===== src/rtl/mi4_pkg.sv =====
// shared constants and index helpers for the 4x4 matrix inverse
// no dependencies
`default_nettype none
package mi4_pkg;
	localparam int ELEMENT_WIDTH_DEF = 32;
	localparam int FRAC_BITS = 16;
	localparam int RECIP_BITS = 62;
	localparam int COF_W = 64;

	// m-th index of 0..3 that skips excl
	function automatic logic [1:0] skip_idx(input logic [1:0] excl, input logic [1:0] m);
		skip_idx = (m < excl) ? m : 2'(m + 2'd1);
	endfunction

	// column slot of each permutation of three
	function automatic logic [1:0] perm_sel(input logic [2:0] p, input logic [1:0] slot);
		logic [5:0] row;
		begin
			case (p)
				3'd0: row = {2'd2, 2'd1, 2'd0};
				3'd1: row = {2'd1, 2'd2, 2'd0};
				3'd2: row = {2'd2, 2'd0, 2'd1};
				3'd3: row = {2'd0, 2'd2, 2'd1};
				3'd4: row = {2'd1, 2'd0, 2'd2};
				default: row = {2'd0, 2'd1, 2'd2};
			endcase
			case (slot)
				2'd0: perm_sel = row[1:0];
				2'd1: perm_sel = row[3:2];
				default: perm_sel = row[5:4];
			endcase
		end
	endfunction

	function automatic logic perm_odd(input logic [2:0] p);
		perm_odd = (p == 3'd1) || (p == 3'd2) || (p == 3'd5);
	endfunction
endpackage
`default_nettype wire


===== src/rtl/mi4_mul.sv =====
// shift-add unsigned multiplier, one multiplier bit per cycle
// depends on mi4_pkg for the multiplier operand width
`default_nettype none
module mi4_mul #(
	parameter int AW = 3 * mi4_pkg::ELEMENT_WIDTH_DEF + 84
) (
	input  wire logic                      clk,
	input  wire logic                      arst_n,
	input  wire logic                      start,
	input  wire logic [AW-1:0]             a,
	input  wire logic [mi4_pkg::COF_W-1:0] b,
	output logic                           done,
	output logic [AW-1:0]                  prod
);
	logic run_q, done_q;
	logic [AW-1:0] a_q, acc_q;
	logic [mi4_pkg::COF_W-1:0] b_q;

	always_ff @(posedge clk or negedge arst_n) begin
		if (!arst_n) begin
			run_q <= 1'b0;
			done_q <= 1'b0;
		end else begin
			done_q <= 1'b0;
			if (start) begin
				run_q <= 1'b1;
			end else if (run_q && b_q == '0) begin
				run_q <= 1'b0;
				done_q <= 1'b1;
			end
		end
	end

	always_ff @(posedge clk) begin
		if (start) begin
			a_q <= a;
			b_q <= b;
			acc_q <= '0;
		end else if (run_q && b_q != '0) begin
			if (b_q[0]) begin
				acc_q <= acc_q + a_q;
			end
			a_q <= a_q << 1;
			b_q <= b_q >> 1;
		end
	end

	assign done = done_q;
	assign prod = acc_q;
endmodule
`default_nettype wire


===== config.mk =====
export PLATFORM = sky130hd
export DESIGN_NAME = mi4_mul
export DESIGN_NICKNAME = d
export VERILOG_FILES = /design/src/rtl/mi4_pkg.sv /design/src/rtl/mi4_mul.sv
export SDC_FILE = /design/constraint.sdc
export NUM_CORES = 1
export LEC_CHECK = 0
export BUFFER_PORTS_ARGS = -buffer_cell sky130_fd_sc_hd__buf_2
export CAP_MARGIN = 0
export CORE_UTILIZATION = 55
export CTS_CLUSTER_SIZE = 10
export DETAILED_ROUTE_END_ITERATION = 6
export HOLD_SLACK_MARGIN = 0.02
export PLACE_DENSITY = 0.77
export RECOVER_POWER = 100
export SLEW_MARGIN = 20
export SYNTH_ARGS = -nofsm -noshare
export SYNTH_HDL_FRONTEND = slang
export SYNTH_SLANG_ARGS = --single-unit

===== constraint.sdc =====
create_clock -name clk -period 5.6 [get_ports clk]
set_clock_uncertainty 0.15 [all_clocks]
set_input_delay 0.28 -clock clk [delete_from_list [all_inputs] [get_ports clk]]
set_output_delay 0.28 -clock clk [all_outputs]
set_load 0.05 [all_outputs]

Word-level counts from Yosys, hierarchy flattened
Index checks and enable logic that the tools add are counted.

Reduce and logical (&&, ||, !) cells: 7. Muxes and demuxes: 8. Add/sub/neg operators: 1.

Operators by type and width (number): $mux W180 (2); $add A180 B180 Y180 (1); $mux W64 (2); $logic_not A64 Y1 (1); $reduce_bool A64 Y1 (1); $mux W1 (4); $reduce_bool A2 Y1 (2); $logic_and A1 B1 Y1 (2); $reduce_and A2 Y1 (1).

Bits of input ports: 247. Logic and storage cells: 21. Bits in registers: 426. Output and inout bits: 181.

Longest topological paths before layout
Gate-level depths: netlist (run 1).

Depth after elaboration: 4. Mapped depth: 15. Mapped depth without buffers: 15.

Worst setup path before layout (run 1)
OpenSTA, ideal clock, no wires.

Kind: input-to-reg. Start point: input start. End point: register a_q[0] (enable). Library setup time: 0.504 ns. Stages: 4. Data required time: 4.946 ns. Path slack: 0.879 ns. Path buffers: 3. Arrival: 4.067 ns. Cells stage by stage: clkbuf_1 -> clkbuf_1 -> clkbuf_1 -> or2_2.

Cells in the longest elaborated chain, start to end: 1.

RTL lines: from (decl) (line mi4_mul.sv:9) `input wire logic start,`; $reduce_bool A2 Y1 (no line); to (signal assigned) (line mi4_mul.sv:43) `a_q <= a_q << 1;`; to (decl) (line mi4_mul.sv:16) `logic [AW-1:0] a_q, acc_q;`.

Every way passes these cells. A chain may end at the register's enable or synchronous reset.

Final worst setup path (run 1)
Start point: input start. End point: register a_q[26] (enable).

The elaborated chain is that of the path after synthesis.

==> flow_summary_export.csv, run 1 <==
group,metric,value,unit
die,die_y,230,um
cts,cts_resized,0,
critical_path,crit_path_start_kind,"input port",
global_routing,first_global_vias,27200,
cells_and_area,post-route-util,67.8,%
synth,synth_nets,3635,
synth,netlist_area,28600,sq um
sta,setup_tns,0,ps
critical_path,path_delay_family,"buffers and inverters",
power_and_ir_drop,power_leakage,13.9,nW
critical_path,worstPathCellList,"dlygate4sd3_1 -> clkbuf_1 -> or2_4 -> buf_12",
synth,synth_top_area_cell,"edfxtp_1",
critical_path,critPathRequiredTime,5660,ps
cts,holdBufCountCts,247,
cells_and_area,final_cells,4491,
place,placed_cells,4146,
sta,slew_headroom,-127,%
die,floorplan.initialDensity,55.7,%
power_and_ir_drop,power_density,441,nW/um^2
critical_path,critPathArrivalTime,5400,ps
cts,cts_buffers,52,
place,numPortBuffers,427,
drt,vias,27700,
synth,yosysMostFrequentCell,"nand2_1",
die,rows,83,
drt,routed_wl,97.6,mm
power_and_ir_drop,vdd_drop_max,0.000306,V
synth,synth_flop_cell,"edfxtp_1",
status,violations,"capacitance limit, slew limit",
sta,clock.fmax,0.188,GHz
cts,clockRootBuffer,"clkbuf_16",
cts,cts_tree,"built",
critical_path,path_max_fanout,186,
sta,rsz0062_at_grt,"no",
synth,synth_top_area_share,25.6,%
die,die_w,230,um
cts,clock_sinks,426,
cells_and_area,num_antenna_cells,0,
drt,viasPerCell,6.16,
synth,syn_area_per_cell,8.91,sq um
synth,ys_ff_latch,426,
sta,finalSetupViolations,0,
sta,worst_pin_slew,3410,ps
global_routing,grt_pass1_wl,151,mm
synth,ys_top_cells_by_count,"518 x nand2_1, 439 x a21oi_1, 244 x edfxtp_1, 242 x mux2_2, 180 x dfxtp_1",
synth,synth_edf_count,244,
drt,drc_errors,0,
drt,drt_iter0_drc,2639,
sta,post-route-period-util,95.2,%
critical_path,crit_type,"input port to flop",
place,hpwl,67.8,mm
place,dpl_worst_slack,846,ps
global_routing,grt_usage,36.0,%
cells_and_area,synthToLayoutAreaGrowth,21.7,%
synth,yosysUniqueCellTypes,76,
cts,cts_setup_buffers,0,
die,coreArea,51300,sq um
cts,htree_levels,2,
cts,clockBufferDepth,3,
die,die-area,52900,sq um
synth,ys_async_sr_fraction,0.469,%
drt,routedWlPerCell,21.7,um
status,status,"complete, but fails checks",
drt,drtAntennaViolNets,0,
critical_path,critPathSlowestCell,"clkbuf_1",
flow_run,drv_cap,3,
worst_hold_path,hp-class,"flop to flop",
die,io_pins,428,
cells_and_area,nets,4194,
synth,yosysWarnings,0,
global_routing,antenna_found_initial,0,
power_and_ir_drop,power,15.3,mW
critical_path,max_stage_delay,2390,ps
synth,syn_inst,3208,
sta,slew_viol_final,167,
critical_path,crit_buf_inv,3,
cts,clk_latency,640,ps
place,gp_routability_congestion,1.01,
sta,fin_ws,267,ps
sta,fin_crit,5330,ps
cells_and_area,drive_above_1_share,15.0,%
synth,ys_seq_area_share,38.4,%
cts,path_clk_slew,60,ps
synth,synth.area.top_cells,"edfxtp_1 26%, dfxtp_1 13%, mux2_2 9.5%",
global_routing,grt_start_max_net_pins,187,
drt,dr.pass1.iters,6,
global_routing,overflow,0,
sta,hold_viol,0,
critical_path,critPathCaptureType,"flop",
==> through the flow <==
step	instance area (sq um)	hold slack (ps)
floorplan	28600	-166
global placement	31000	-73.9
detailed placement	31000	-71.8
CTS	35100	300
global route	34800	340
finish	34800	318
==> tightest hold or removal path, cell delays in order (launching register included) <==
cell,delay (ps)
dfxtp_1,320
nand2_1,50
a21oi_1,50
==> layer usage <==
| layer | global-route usage (%) | routed length (um) | share of wire, % | vias to the layer above |
|---|---|---|---|---|
| met5 | 0 | 0 | 0 | - |
| li1 | - | - | - | 13000 |
| met3 | 6.60 | 8710 | 8.9 | 256 |
| met2 | 59.3 | 45100 | 46 | 1393 |
| met1 | 46.5 | 39600 | 41 | 13100 |
| met4 | 14.5 | 4200 | 4.3 | 0 |
==> power by group <==
part | internal (mW) | switching (mW) | total (mW)
sequential | 3.90 | 0.515 | 4.42
combinational | 2.50 | 5.20 | 7.70
clock | 1.81 | 1.42 | 3.23
total | 8.21 | 7.13 | 15.3
==> flip-flops by register name, summed over array words and instances, names as in the netlist <==
register and flops:
a_q 180, prod 180, b_q 64, done 1, run_q 1
==> cells by family after synthesis <==
kind of cell | share of synthesized area, %
simple gates | 15.6
compound gates | 20.2
buf+inv | 3.24
flops | 38.4
mux | 9.54
xor+xnor | 5.12
fa+ha+maj | 7.91
==> path summary, 6_finish.rpt <==
kind                                start         to  slack, ps  depth (start not counted)
worst min-delay path            prod[134]  prod[134]        320                          2
worst max-delay path                start    a_q[26]        270                          4
worst min register to register  prod[134]  prod[134]        320                          2
min in group asynchronous          arst_n      run_q        380                          3
worst max register to register    a_q[66]  prod[178]        300                         15
max in group asynchronous          arst_n       done       4780                          3
==> layout make-up <==
| type | count | area (sq um) |
|---|---|---|
| well taps | 680 | 851 |
| repair buffers | 690 | 4520 |
| multi-input cells | 2547 | 16600 |
| clock inverters | 12 | 115 |
| fillers | 4185 | 16500 |
| flip-flops and latches | 426 | 11000 |
| clock buffers | 86 | 1480 |
| inverters | 50 | 188 |
==> cell usage in the layout, fill, tap and decap left out, drive strengths merged, types with 166 or more instances in the layout <==
cell type	netlist	routed
ha	179	179
nand2	518	518
dlygate4sd3	0	247
edfxtp	244	244
o21ai	223	223
buf	39	256
mux2	242	242
clkbuf	146	273
a21oi	439	439
dfxtp	180	180
nor2	166	166
Power figures use the tool's default switching activity.
==> inputs of run 2 (changes only) <==
- SETUP_SLACK_MARGIN: not set -> 0.4
==> flow_summary_export.csv, run 2 (synthesis gave the netlist of run 1 again) <==
group,metric,value,unit
power_and_ir_drop,power,15.3,mW
critical_path,reg2reg_to,"prod[178]",
sta,holdWs,318,ps
status,violations,"capacitance limit, slew limit",
worst_hold_path,whs_endpoint,"prod[134]",
critical_path,crit_type,"flop to flop",
global_routing,grt_start_max_net_pins,187,
die,die_w,230,um
critical_path,critPathSlowestCell,"nor4_1",
sta,fin_ws,262,ps
die,rows,83,
critical_path,critPathArrivalTime,5680,ps
cells_and_area,synthToLayoutAreaGrowth,21.7,%
critical_path,max_stage_delay,810,ps
die,io_pins,428,
power_and_ir_drop,vdd_drop_max,0.000307,V
cells_and_area,drive_above_1_share,15.0,%
cts,clk_latency,630,ps
sta,fin_crit,5340,ps
critical_path,critPathCaptureType,"flop",
critical_path,path_max_fanout,8,
die,die_y,230,um
cells_and_area,final_cells,4491,
power_and_ir_drop,power_leakage,13.9,nW
drt,dr.pass1.iters,6,
global_routing,overflow,0,
critical_path,r2r_cells,15,
cts,cts_buffers,52,
cts,path_clk_slew,60,ps
global_routing,first_global_vias,27200,
place,gp_routability_congestion,1.01,
place,placed_cells,4146,
flow_run,drv_cap,3,
cells_and_area,layout_commonest_cell,"nand2_1",
die,floorplan.initialDensity,55.7,%
drt,drc_errors,0,
worst_hold_path,hp-class,"flop to flop",
sta,clock.fmax,0.187,GHz
sta,worst_pin_slew,3380,ps
critical_path,crit_path_start_kind,"flop",
sta,setup_tns,0,ps
status,status,"complete, but fails checks",
cells_and_area,final_cell_mix,"517 x nand2_1, 439 x a21oi_1, 247 x dlygate4sd3_1, 245 x buf_2, 244 x edfxtp_1",
place,numPortBuffers,427,
drt,drt_iter0_drc,2686,
drt,routedWlPerCell,21.7,um
sta,slew_headroom,-126,%
global_routing,antenna_found_initial,0,
sta,slew_viol_final,167,
cts,clockBufferDepth,3,
cells_and_area,nets,4194,
cts,clock_sinks,426,
sta,finalSetupViolations,0,
critical_path,ff2ff_setup_slack,260,ps
global_routing,grt_pass1_wl,151,mm
sta,rsz0062_at_grt,"no",
die,coreArea,51300,sq um
sta,post-route-period-util,95.3,%
sta,hold_viol,0,
critical_path,critPathRequiredTime,5940,ps
global_routing,grt_usage,36.0,%
critical_path,worstPathCellList,"ha_1 -> nand4_1 -> nor4_1 -> and3_1 -> o311ai_0 -> o2111ai_1 -> a211oi_1 -> buf_4 -> o21a_1 -> o21ai_0 -> a21boi_1 -> o41a_1 -> o41ai_2 -> xnor2_1 -> o21ai_1",
die,die-area,52900,sq um
worst_hold_path,hold_path_depth,2,
place,hpwl,67.8,mm
place,dpl_worst_slack,846,ps
cts,cts_tree,"built",
critical_path,r2r_start,"a_q[66]",
worst_hold_path,min_from,"prod[134]",
drt,viasPerCell,6.16,
cts,htree_levels,2,
drt,routed_wl,97.5,mm
power_and_ir_drop,power_density,441,nW/um^2
drt,vias,27700,
drt,drtAntennaViolNets,0,
cells_and_area,num_antenna_cells,0,
cts,clockRootBuffer,"clkbuf_16",
[run 2: timing repair]
action | in CTS | in global routing
hold buffers | 247 | 0
endpoints found under the hold margin | 247 | 0
buffers inserted | 0 | 0
resized for setup | 0 | 1
setup endpoints to repair | 0 | 1
[run 2: metal layers]
metal,track usage (%),wire [um]
met5,0,0
met4,14.5,4310
met3,6.60,8700
met2,59.3,44900
met1,46.5,39600
[run 2: worst max path at each step]
stage | start | end | slack, ps | depth (start not counted)
detailed placement | a_q[0] | prod[152] | 850 | 15
finish | a_q[66] | prod[178] | 260 | 15
CTS | a_q[0] | prod[152] | 770 | 15
floorplan | start | a_q[0] | 880 | 4
global placement | a_q[11] | prod[173] | 930 | 15
global route | start | a_q[112] | 220 | 4
[run 2: layout make-up]
| class | instances | area (sq um) |
|---|---|---|
| sequential | 426 | 11000 |
| inverter | 50 | 188 |
| clock buffer | 86 | 1480 |
| tap | 680 | 851 |
| timing repair buffer | 690 | 4520 |
| clock inverter | 12 | 115 |
| fill | 4185 | 16500 |
| multi-input combinational | 2547 | 16600 |
[run 2: worst max-delay path: cells and delay by family (launching register included)]
kind,cells,cell delay (ps)
AO/OA/AOI/OAI,9,2520
AND/OR/NAND/NOR,3,1300
buffers and inverters,1,190
flip-flops,1,400
adder cells (fa/ha/maj),1,470
XOR/XNOR,1,160
[run 2: metrics by stage]
step | instance area (sq um) | utilization, %
3_5_place_dp | 31000 | 60.5
3_3_place_gp | 31000 | 60.5
6_report | 34800 | 67.8
4_1_cts | 35100 | 68.4
5_1_grt | 34800 | 67.8
2_1_floorplan | 28600 | -
[run 2: report_power, final]
group	total [mW]	internal, mW	switching (mW)
combinational	7.70	2.50	5.20
clock	3.23	1.81	1.42
sequential	4.42	3.90	0.514
==> inputs of run 3 (changes only) <==
- clock period: 5.6 -> 5.8 ns (I/O delays scaled with it)
==> flow_summary_export.csv, run 3 (synthesis gave the netlist of run 1 again) <==
group,metric,value,unit
sta,hold_viol,0,
place,placed_cells,4147,
critical_path,cp.depth,16,
cts,clockRootBuffer,"clkbuf_16",
cells_and_area,multiInputGateArea,16600,sq um
critical_path,endpoint,"prod[152]",
die,die_w,230,um
flow_run,drv_cap,10,
drt,routed_wl,98.6,mm
sta,worst_pin_slew,3590,ps
cells_and_area,nets,4193,
place,dpl_worst_slack,887,ps
drt,drc_errors,0,
power_and_ir_drop,power_leakage,13.9,nW
drt,viasPerCell,6.23,
global_routing,overflow,0,
critical_path,worstPathCellList,"ha_1 -> fa_1 -> a21o_1 -> a221o_1 -> a21oi_1 -> o21bai_1 -> a31oi_1 -> nor2_1 -> a41oi_1 -> clkbuf_1 -> o211ai_1 -> a31oi_1 -> o21ai_0 -> xnor2_1 -> nand2_1 -> a21oi_1",
critical_path,startpoint,"a_q[0]",
cells_and_area,regArea,11000,sq um
cts,cts_setup_buffers,0,
drt,drt_iter0_drc,2846,
sta,setup_tns,0,ps
status,status,"complete, but fails checks",
cells_and_area,final_cell_mix,"518 x nand2_1, 439 x a21oi_1, 246 x dlygate4sd3_1, 245 x buf_2, 244 x edfxtp_1",
cts,clock_sinks,426,
place,hpwl,68.3,mm
cts,clockBufferDepth,3,
global_routing,grt_pass1_wl,152,mm
critical_path,crit_path_start_kind,"flop",
critical_path,crit_type,"flop to flop",
power_and_ir_drop,power_density,427,nW/um^2
critical_path,r2r_cells,16,
sta,slew_headroom,-140,%
critical_path,critPathRequiredTime,5960,ps
worst_hold_path,hp-class,"input port to flop",
critical_path,path_delay_family,"compound AO/OA/AOI/OAI gates",
drt,drtAntennaViolNets,0,
sta,fin_crit,5470,ps
critical_path,ff2ff_setup_slack,330,ps
cells_and_area,drive_above_1_share,14.9,%
drt,dr.pass1.iters,6,
drt,routedWlPerCell,22.0,um
cts,path_clk_slew,70,ps
cts,clk_latency,630,ps
critical_path,crit_buf_inv,1,
place,numPortBuffers,427,
sta,clock.fmax,0.183,GHz
critical_path,path_max_fanout,5,
global_routing,grt_usage,36.3,%
critical_path,r2r_start,"a_q[0]",
die,io_pins,428,
cells_and_area,post-route-util,67.7,%
cts,cts_tree,"built",
critical_path,reg2reg_to,"prod[152]",
place,gp_routability_congestion,1.01,
critical_path,critPathArrivalTime,5640,ps
die,rows,83,
die,coreArea,51300,sq um
critical_path,critPathCaptureType,"flop",
cells_and_area,synthToLayoutAreaGrowth,21.5,%
critical_path,critPathSlowestCell,"a31oi_1",
critical_path,max_stage_delay,500,ps
status,violations,"capacitance limit, slew limit",
die,die_y,230,um
cts,htree_levels,2,
sta,post-route-period-util,94.4,%
cells_and_area,n_fill_cell,4117,
die,die-area,52900,sq um
sta,finalSetupViolations,0,
cts,cts_buffers,51,
die,floorplan.initialDensity,55.7,%
sta,fin_ws,327,ps
global_routing,antenna_found_initial,6,
cts,cts_resized,0,
sta,slew_viol_final,757,
cells_and_area,final_cells,4490,
worst_hold_path,hold_path_depth,2,
drt,vias,28000,
power_and_ir_drop,vdd_drop_max,0.000307,V
global_routing,first_global_vias,27300,
global_routing,grt_start_max_net_pins,147,
sta,rsz0062_at_grt,"no",
cells_and_area,layout_commonest_cell,"nand2_1",
## run 3: cell types whose count changed in the layout (fill, tap and decap cells not counted), moves of 2 or more
cell / before / now
and2_0: 4 / 0
o21ai_0: 196 / 199
clkinv_2: 6 / 2
o21ai_1: 26 / 22
buf_4: 8 / 6
clkbuf_2: 1 / 6
and2_1: 6 / 10
buf_12: 3 / 0
clkbuf_1: 215 / 217
## run 3: how the worst min path moves through the flow
| stage | from | to | slack (ps) |
|---|---|---|---|
| final | start | prod[149] | 50 |
| after detailed placement | arst_n | done | -60 |
| after floorplan | arst_n | done | -160 |
| after global placement | arst_n | run_q | -70 |
| after CTS | start | prod[18] | 70 |
| after global routing | start | prod[149] | 110 |
## run 3: timing repair
item / 4_1_cts / 5_1_grt
hold buffers: 246 / 0
endpoints found under the hold margin: 246 / 0
endpoints found under the setup margin: 0 / 0
## run 3: worst register-to-register path, cell delays in order, from the launching register on
cell and delay (ps):
edfxtp_1 420, ha_1 250, fa_1 420, a21o_1 200
a221o_1 370, a21oi_1 420, o21bai_1 250, a31oi_1 460
nor2_1 160, a41oi_1 250, clkbuf_1 420, o211ai_1 370
a31oi_1 500, o21ai_0 200, xnor2_1 150, nand2_1 60
a21oi_1 90
## run 3: layout make-up
class / count / area share [%]
multi-input combinational: 2547 / 47.9
sequential: 426 / 31.6
timing repair buffer: 690 / 12.9
clock buffer: 88 / 4.25
tap: 680 / 2.45
inverter: 50 / 0.541
clock inverter: 8 / 0.303
antenna: 1 / 0.00721
## run 3: per-stage QoR
stage               hold slack (ps)  area (sq um)  total power, mW
floorplan                      -156         28600             9.62
global placement              -66.6         31000             11.5
detailed placement            -61.7         31000             11.5
CTS                            70.1         35000             14.7
global route                    109         34700             15.6
finish                         52.1         34700             14.8
## run 3: report_power, final
part	switching (mW)	internal, mW
Clock	1.36	1.73
Sequential	0.494	3.77
Combinational	5.05	2.43
Total	6.91	7.93
## run 3: routing by layer
metal	vias to the layer above	GRT usage, %	routed length (um)
li1	12900	-	-
met1	13200	46.5	39400
met4	6	17.1	4900
met3	339	7.51	9120
met5	-	0	41
met2	1446	58.6	45100
